`src/rtl/core/ptx_pkg.sv`:
```
package ptx_pkg;

  localparam int COORD_W   = 32;
  localparam int PIXEL_W   = 16;
  localparam int ROT_W     = 32;
  localparam int FRAC_W    = 16;
  localparam int ROT_FRAC  = 30;
  localparam int HALF_W    = 32;
  localparam int CFG_W     = 2 * HALF_W;
  localparam int NUM_REGS  = 8;
  localparam int REG_IDX_W = $clog2(NUM_REGS);
  localparam int CFG_IDX_W = 8;

  localparam int VEC_W   = COORD_W + 1;
  localparam int PROD_W  = ROT_W + VEC_W;
  localparam int SUM_W   = PROD_W + 1;
  localparam int DOT_W   = SUM_W - ROT_FRAC;
  localparam int OFS_W   = HALF_W + 1;
  localparam int NUM_W   = OFS_W + DOT_W + 1;
  localparam int HALF_Q  = 1 << (FRAC_W - 1);
  localparam int BA_W    = ((PIXEL_W + FRAC_W > HALF_W) ? PIXEL_W + FRAC_W : HALF_W) + 1;
  localparam int DVD_W   = BA_W + COORD_W;
  localparam int DVR_W   = DOT_W;
  localparam int Q_W     = COORD_W;
  localparam int DIV_STAGES = Q_W;

  localparam int IN_DATA_W  = ((4 * COORD_W + 2 * PIXEL_W + 7) / 8) * 8;
  localparam int OUT_DATA_W = ((3 * COORD_W + 2 * PIXEL_W + 2 + 7) / 8) * 8;

  localparam int REG_ROT_A    = 0;
  localparam int REG_ROT_B    = 1;
  localparam int REG_ROT_C    = 2;
  localparam int REG_ROT_D    = 3;
  localparam int REG_ROT_E_TX = 4;
  localparam int REG_TRANS_YZ = 5;
  localparam int REG_FOCAL    = 6;
  localparam int REG_PRINC    = 7;

  localparam logic [CFG_W-1:0] CFG_RESET [NUM_REGS] = '{
    64'h4000_0000_0000_0000, 64'h0, 64'h4000_0000_0000_0000, 64'h0,
    64'h4000_0000_0000_0000, 64'h0, 64'h0001_0000_0001_0000, 64'h0
  };

  localparam logic CMD_PROJ = 1'b0;
  localparam logic CMD_BACK = 1'b1;

  typedef enum logic [1:0] {
    ST_OK   = 2'd0,
    ST_ZERO = 2'd1,
    ST_SAT  = 2'd2
  } status_t;

  typedef logic signed [ROT_W-1:0] coef_t;
  typedef coef_t [8:0] mat_t;
  typedef logic signed [VEC_W-1:0] vec_t;
  typedef vec_t [2:0] vec3_t;
  typedef logic signed [DOT_W-1:0] dot_t;
  typedef dot_t [2:0] dot3_t;

  typedef struct packed {
    logic [DVR_W-1:0] dvr;
    logic [DVR_W-1:0] rem;
    logic [Q_W-1:0]   lq;
    logic             neg;
    logic             ovf;
  } lane_t;

  typedef struct packed {
    logic                      cmd;
    logic                      zero;
    logic                      fx_zero;
    logic                      fy_zero;
    logic signed [COORD_W-1:0] depth;
  } side_t;

  typedef struct packed {
    lane_t lu;
    lane_t lv;
    side_t side;
  } dcell_t;

  typedef struct packed {
    logic en;
    logic valid;
  } stage_ctl_t;

endpackage

```
`src/rtl/core/ptx_div_cell.sv`:
```
module ptx_div_cell import ptx_pkg::*; (
  input  logic       clk,
  input  logic       rst_n,
  input  stage_ctl_t ctl_i,
  input  dcell_t     d_i,
  output logic       valid_o,
  output dcell_t     d_o
);

  logic   valid_r;
  dcell_t d_r;

  function automatic lane_t step(lane_t l);
    logic [DVR_W:0] rem2;
    logic [DVR_W:0] diff;
    lane_t          r;
    rem2 = {l.rem, l.lq[Q_W-1]};
    diff = rem2 - {1'b0, l.dvr};
    r = l;
    if (rem2 >= {1'b0, l.dvr}) begin
      r.rem = diff[DVR_W-1:0];
      r.lq  = {l.lq[Q_W-2:0], 1'b1};
    end else begin
      r.rem = rem2[DVR_W-1:0];
      r.lq  = {l.lq[Q_W-2:0], 1'b0};
    end
    return r;
  endfunction

  always_ff @(posedge clk) begin
    if (!rst_n) begin
      valid_r <= 1'b0;
    end else if (ctl_i.en) begin
      valid_r <= ctl_i.valid;
    end
  end

  always_ff @(posedge clk) begin
    if (ctl_i.en) begin
      d_r.lu   <= step(d_i.lu);
      d_r.lv   <= step(d_i.lv);
      d_r.side <= d_i.side;
    end
  end

  assign valid_o = valid_r;
  assign d_o     = d_r;

endmodule

```
`config.mk`:
```
export PLATFORM = sky130hd
export DESIGN_NAME = ptx_div_cell
export DESIGN_NICKNAME = d
export VERILOG_FILES = /design/src/rtl/core/ptx_pkg.sv /design/src/rtl/core/ptx_div_cell.sv
export SDC_FILE = /design/constraint.sdc
export NUM_CORES = 1
export LEC_CHECK = 0
export BUFFER_PORTS_ARGS = -buffer_cell sky130_fd_sc_hd__buf_2
export CAP_MARGIN = 40
export CORE_MARGIN = 8
export CORE_UTILIZATION = 25
export CTS_CLUSTER_SIZE = 25
export DETAILED_ROUTE_END_ITERATION = 7
export PLACE_DENSITY_LB_ADDON = 0.12
export SYNTH_ARGS = -nofsm -noshare
export SYNTH_HDL_FRONTEND = slang
export SYNTH_SLANG_ARGS = --single-unit
```
`constraint.sdc`:
```
create_clock -name clk -period 2.3 [get_ports clk]
set_input_delay 0.115 -clock clk [delete_from_list [all_inputs] [get_ports clk]]
set_output_delay 0.115 -clock clk [all_outputs]
set_load 0.05 [all_outputs]
```
==> metrics.md, run 1 <==
| Metric | Value |
|---|---|
| Clock skew | 0 ns |
| Syn nets | 1375 |
| Fmax | 438 MHz |
| Synth Cell Area | 0.0126 mm2 |
| Final cell utilization of the core | 43.1% |
| Number of global-route vias before repair | 12200 |
| Endpoints failing hold | 0 |
| I/O Buffers | 500 |
| Fraction of layout cells with a size suffix above 1 | 41.0% |
| Antenna violations before repair | 6 |
| Ys flop type | edfxtp_1 |
| R2r setup slk | 1.16 ns |
| Antenna-violating nets left | 0 |
| Ys async rst share | 0% |
| R2r worst-path depth | 3 |
| Initial Util | 25.2% |
| Sw frac | 34.0% |
| Total GRT Usage | 15.0% |
| Met2 WL | 23900 um |
| Register area share after synthesis | 59.5% |
| Post-synth EDFFs | 248 |
| Status | finished clean |
| # fillers | 4927 |
| PnR Total Power | 15.0 mW |
| Clock Sinks | 249 |
| Max-cap violations | 0 |
| Critical path's largest stage delay | 0.54 ns |
| Internal | 9.89 mW |
| Max_slew headroom | 63.1% |
| Critical Path RT | 2.62 ns |
| Post-Route M1 WL | 18600 um |
| Die Y | 240 um |
| Final setup violation count | 0 |
| Slew Limit Fails | 0 |
| Congestion Overflow GR | 0 |
| RR Startpoint | valid_o |
| Worst Hold Class | input port to register |
| Rows | 82 |
| Yosys cell types | 75 |
| Pin count of the biggest net entering global routing | 48 |
| Clk_lat worst skew | 0.56 ns |
| Met3 routed WL | 3210 um |
| Switch Pwr | 5.11 mW |
| Slew @ Worst Pin | 0.550 ns |
| Critical path cell sequence | dlygate4sd3_1 > buf_2 > ha_1 > nand4_1 > nor3_1 > nand4_1 > nand3_2 > a31oi_4 > buf_12 > buf_6 > buf_12 > a32o_1 |
| Final period utilization | 99.4% |
| Reg area | 0.00747 mm2 |
| CTS buffer count | 29 |
| First-pass GRT wire length | 68500 um |
| Highest metal used | met5 |
| Tmin final | 2.29 ns |
| Worst hold start | d_i[179] |
| Synth-to-Final Area Change | 71.1% |
| Synth Warn # | 0 |
| Total Wirelength | 46500 um |
| Reg power frac | 37.9% |
| Syn_area_per_cell | 12.0 um2 |
| Number of H-tree levels | 1 |
| Clock edge transition at the registers on the reported setup and hold paths | 0.06 ns |
| CTS max path bufs | 3 |
| Hold_ws | 0.0552 ns |
| CP max-delay cell | dlygate4sd3_1 |
| Drt drc | 0 |
| Clock power frac | 29.2% |
| Critical path capture point type | register |
| DP HPWL | 35800 um |
| Nature of the critical path startpoint | input port |
| Die ar. | 0.0577 mm2 |
| Starting DRT DRC Count | 468 |
| Pwr per Cell Area | 698 mW/mm2 |
| Gate Count Post-Synth | 1049 |
| Worst Setup SP | d_i[204] |
| IO Count | 501 |
| Placed inst area | 0.0177 mm2 |
| Core box area | 0.0499 mm2 |
| Placer Congestion | 0.832 |
| Pre-antenna DRT Iters | 4 |
| Worst reg2reg endpoint | valid_o |
| Fin area | 0.0215 mm2 |
| Die Wd | 240 um |
| Multi-input logic area | 0.00493 mm2 |
| Wire length per cell | 17.1 um |
| Lkg Pwr | 9.64 nW |
| Worst Setup Path Type | input port to register |
| CTS tree | done |
| VDD IR max | 537 uV |
| Crit path to | d_o[209] |
| Root Driver | clkbuf_16 |
| Crit path DAT | 2.60 ns |
| Logic gate share of total power | 32.9% |
| Via count | 11700 |
| DR vias/cell | 4.29 |
| Nets | 2352 |
| Worst-path fanout max | 5 |
| Yosys reg bits | 249 |
==> synth_stat cells, types with 3 or more instances <==
library cell / instances / share of area, %
a31oi_1: 14 / 0.70
nand4_1: 16 / 0.80
nor3_1: 8 / 0.32
a211oi_1: 7 / 0.42
nor2_1: 40 / 1.2
nand3_1: 21 / 0.84
a21o_1: 40 / 2.4
nand2b_1: 8 / 0.40
nor4_1: 4 / 0.20
nand2_1: 101 / 3.0
clkbuf_1: 20 / 0.60
nand3b_1: 3 / 0.18
and3_1: 4 / 0.20
nand4b_1: 3 / 0.21
o31a_1: 3 / 0.21
o211ai_1: 7 / 0.42
o21ai_1: 15 / 0.60
ha_1: 72 / 7.2
o31ai_1: 5 / 0.30
o21bai_1: 7 / 0.42
and2_1: 8 / 0.40
a21oi_1: 66 / 2.6
xor2_1: 31 / 2.2
edfxtp_1: 248 / 59
xnor2_1: 27 / 1.9
inv_1: 97 / 2.9
o21a_1: 8 / 0.48
or2_2: 3 / 0.15
and4_1: 4 / 0.28
buf_6: 5 / 0.45
o21ai_2: 3 / 0.21
nor2b_1: 10 / 0.50
buf_2: 6 / 0.24
o21ai_0: 80 / 3.2
mux2i_1: 3 / 0.24
==> registers in the layout, summed over array words and instances (netlist names) <==
| name | cells |
|---|---|
| d_o | 248 |
| valid_o | 1 |
==> how the worst min path moves through the flow <==
stage	endpoint	cells past startpoint
after global routing	d_o[180]	3
final	d_o[180]	3
after detailed placement	d_o[173]	1
after global placement	d_o[19]	1
after CTS	d_o[176]	3
after floorplan	d_o[0]	0
==> logic make-up after synthesis <==
family / synth area share, %
AO/OA/AOI/OAI: 15.2
flip-flops: 59.5
AND/OR/NAND/NOR: 8.93
buffers and inverters: 4.35
adder cells (fa/ha/maj): 7.49
XOR/XNOR: 4.05
multiplexers: 0.508
==> power groups by stage <==
| stage | Clock [mW] | Combinational, mW | Sequential (mW) |
|---|---|---|---|
| after floorplan | 0 | 1.21 | 7.40 |
| after global placement | 0 | 4.51 | 5.77 |
| after detailed placement | 0 | 4.50 | 5.77 |
| after CTS | 4.61 | 4.85 | 5.69 |
| after global routing | 4.70 | 5.28 | 5.73 |
| final | 4.38 | 4.94 | 5.69 |
==> cell type report <==
| class | count | share of cell area [%] |
|---|---|---|
| inverter | 98 | 1.83 |
| sequential | 249 | 34.8 |
| timing repair buffer | 980 | 32.4 |
| multi-input combinational | 668 | 22.9 |
| antenna | 1 | 0.0116 |
| tap | 672 | 3.91 |
| clock buffer | 39 | 3.55 |
| clock inverter | 14 | 0.576 |
==> per-layer routing <==
metal / vias up / GRT usage, %
met1: 5465 / 17.8
met2: 303 / 27.0
met4: 10 / 3.27
met5: - / 0
met3: 58 / 3.71
li1: 5833 / -
==> cells in the final DEF, fill, tap and decap left out, types with 4 or more instances in the layout <==
cell type	instances
a211oi_1	5
a21o_1	40
a21oi_1	61
a21oi_2	7
a31oi_1	12
and2_1	8
and3_1	4
and4_1	4
buf_12	10
buf_2	493
buf_4	217
buf_6	5
clkbuf_1	10
clkbuf_16	32
clkinv_1	5
clkinv_2	4
dlygate4sd3_1	245
dlymetal6s4s_1	6
edfxtp_1	248
ha_1	55
ha_4	17
inv_1	94
nand2_1	100
nand2b_1	8
nand3_1	19
nand4_1	16
nor2_1	39
nor2b_1	9
nor3_1	8
nor4_2	4
o211ai_1	7
o21a_1	8
o21ai_0	74
o21ai_1	20
o21ai_2	4
o21bai_1	7
o31ai_1	5
xnor2_1	27
xor2_1	31
==> per-stage QoR <==
stage | worst slack, ns | instances | setup TNS (ns)
3_5_place_dp | -0.528 | 2409 | -30.69
5_1_grt | -0.0657 | 2720 | -1.07
2_1_floorplan | -0.0550 | 1049 | -0.0923
6_report | 0.0146 | 2721 | 0
4_1_cts | 0.0133 | 2710 | 0
3_3_place_gp | -0.457 | 2409 | -27.49
==> worst max-delay path: cells and delay by family <==
| kind | cells | cell delay, ns |
|---|---|---|
| AO/OA/AOI/OAI | 2 | 0.26 |
| adder cells (fa/ha/maj) | 1 | 0.34 |
| buffers and inverters | 5 | 1.08 |
| AND/OR/NAND/NOR | 4 | 0.81 |
==> what timing repair did <==
action / 4_1_cts / 5_1_grt
buffers inserted: 0 / 10
resized for setup: 0 / 47
hold buffers: 248 / 3
endpoints found under the hold margin: 274 / 3
setup endpoints to repair: 0 / 51
(Power assumes the default switching activity.)
==> inputs of run 2 (changes only) <==
--- a/config.mk
+++ b/config.mk
@@ -6,12 +6,13 @@
 export NUM_CORES = 1
 export LEC_CHECK = 0
 export BUFFER_PORTS_ARGS = -buffer_cell sky130_fd_sc_hd__buf_2
-export CAP_MARGIN = 40
 export CORE_MARGIN = 8
 export CORE_UTILIZATION = 25
 export CTS_CLUSTER_SIZE = 25
 export DETAILED_ROUTE_END_ITERATION = 7
 export PLACE_DENSITY_LB_ADDON = 0.12
+export REMOVE_ABC_BUFFERS = 1
+export SKIP_LAST_GASP = 1
 export SYNTH_ARGS = -nofsm -noshare
 export SYNTH_HDL_FRONTEND = slang
 export SYNTH_SLANG_ARGS = --single-unit
==> metrics.md, run 2 (synthesized netlist as in run 1, its figures left out) <==
| Metric | Value |
|---|---|
| Status | finished clean |
| Pin count of the biggest net entering global routing | 63 (+31%) |
| Crit path DAT | 2.58 ns (-0.02 ns) |
| Lkg Pwr | 9.72 nW (+0.89%) |
| PnR Total Power | 15.5 mW (+3.6%) |
| Fin area | 0.0214 mm2 (-0.18%) |
| Worst Hold Class | input port to register |
| Hold_ws | 0.00831 ns (-0.0469 ns) |
| DP HPWL | 37000 um (+3.5%) |
| CTS max path bufs | 3 (unchanged) |
| Slew Limit Fails | 0 (unchanged) |
| Number of global-route vias before repair | 12800 (+4.5%) |
| Setup TNS | 0 ns (unchanged) |
| Initial Util | 25.2% (unchanged) |
| Final period utilization | 97.5% (-1.9 points) |
| Nature of the critical path startpoint | input port |
| Pwr per Cell Area | 725 mW/mm2 (+3.8%) |
| Critical Path RT | 2.64 ns (+0.02 ns) |
| Antenna violations before repair | 13 (+7) |
| CTS buffer count | 31 (+6.9%) |
| Starting DRT DRC Count | 514 (+9.8%) |
| Wire length per cell | 17.2 um (+0.73%) |
| Nets | 2375 (+0.98%) |
| Max_slew headroom | 58.9% (-4.2 points) |
| Slew @ Worst Pin | 0.617 ns (+0.0670 ns) |
| Fraction of layout cells with a size suffix above 1 | 40.6% (-0.32 points) |
| First-pass GRT wire length | 71500 um (+4.3%) |
| Max-cap violations | 0 (unchanged) |
| Fmax | 446 MHz (+1.9%) |
| Clk_lat worst skew | 0.59 ns (+0.03 ns) |
| Rows | 82 (unchanged) |
| Worst Slack Setup Final | 0.0573 ns (+0.0427 ns) |
| DR vias/cell | 4.30 (+0.22%) |
| Die Y | 240 um (unchanged) |
| Placed inst area | 0.0177 mm2 (about the same) |
| Critical path capture point type | register |
| Worst-path fanout max | 5 (unchanged) |
| Placed Cells | 2435 (+1.1%) |
| Synth-to-Final Area Change | 70.8% |
| # fillers | 4926 (-0.020%) |
| Final cell utilization of the core | 43.0% (-0.078 points) |
| Clock edge transition at the registers on the reported setup and hold paths | 0.06 ns (about the same) |
| Total Wirelength | 47400 um (+1.8%) |
| Antenna-violating nets left | 0 (unchanged) |
| I/O Buffers | 500 (unchanged) |
| Pre-antenna DRT Iters | 7 (+3) |
| Drt drc | 0 (unchanged) |
| Via count | 11800 (+1.3%) |
| Fin cells | 2750 (+1.1%) |
| Worst Setup Path Type | input port to register |
| Placer Congestion | 0.818 (-1.8%) |
| Leading cell type in the layout, fill and taps excluded | buf_2 |
| Clock skew | 0 ns (unchanged) |
| Die ar. | 0.0577 mm2 (unchanged) |
| Tmin final | 2.24 ns (-0.0427 ns) |
| Clock Sinks | 249 (unchanged) |
| Most frequent cells in the layout | 499 x buf_2, 248 x edfxtp_1, 248 x dlygate4sd3_1 |
| Max FFs per register | 248 (unchanged) |
| Endpoints failing hold | 0 (unchanged) |
| RSZ-0062 raised after global routing | yes |
| Final setup violation count | 0 (unchanged) |
| Congestion Overflow GR | 0 (unchanged) |
| DP Worst Slack | -0.610 ns (-0.0820 ns) |
| CTS tree | done |
| IO Count | 501 (unchanged) |
| VDD IR max | 636 uV (+19%) |
| Total GRT Usage | 15.7% (+0.68 points) |
| Number of H-tree levels | 1 (unchanged) |
| Core box area | 0.0499 mm2 (unchanged) |
| Die Wd | 240 um (unchanged) |
| Root Driver | clkbuf_16 |
-- run 2: changes by cell type in the layout (fill, tap and decap cells not counted), sizes merged --
cell	change
buf	+25
dlymetal6s4s	-5
diode	+3
dlygate4sd3	+3
bufinv	+2
clkbuf	+1
clkinv	-1
inv	+1
-- run 2: final cells by class --
| cell class | count | area (um2) | share of cell area (%) |
|---|---|---|---|
| clock inverters | 16 | 196 | 0.916 |
| flip-flops and latches | 249 | 7470 | 34.8 |
| diodes | 4 | 10.0 | 0.0467 |
| multi-input cells | 668 | 4680 | 21.8 |
| inverters | 98 | 368 | 1.71 |
| well taps | 672 | 841 | 3.92 |
| clock buffers | 42 | 847 | 3.95 |
| repair buffers | 1001 | 7040 | 32.8 |
-- run 2: per-layer routing --
metal	vias to the layer above	wire, um	track usage [%]
li1	5898	-	-
met1	5489	19100	18.2
met3	87	3540	4.46
met4	16	1520	4.78
met2	329	23100	27.7
met5	-	96	0
-- run 2: critical path: stages --
cell           delay, ns
dlygate4sd3_1       0.53
buf_2               0.14
inv_1               0.06
ha_1                0.29
inv_1               0.10
nor2_2              0.06
buf_4               0.13
a221oi_4            0.29
a21oi_2             0.11
a211oi_4            0.27
buf_6               0.17
mux2_1              0.31
-- run 2: path summary, 6_finish.rpt --
kind / from / slack (ns) / end / cells after the start
setup / recovery: d_i[130] / 0.06 / d_o[85] / 12
hold reg to reg: valid_o / 1.08 / valid_o / 3
setup reg to reg: valid_o / 1.15 / valid_o / 3
hold / removal: ctl_i[1] / 0.008 / d_o[43] / 1
-- run 2: report_power, final --
group          switching (mW)  leakage, nW  total, mW  internal (mW)
Combinational            3.10         6.79       4.86           1.76
Sequential              0.116         2.43       5.67           5.56
Clock                    1.99        0.503       5.01           3.02
-- run 2: repair_timing --
item	in CTS	in global routing
hold endpoints to repair	246	1
buffers inserted	0	3
hold buffers	248	1
setup endpoints to repair	0	72
resized for setup	0	34
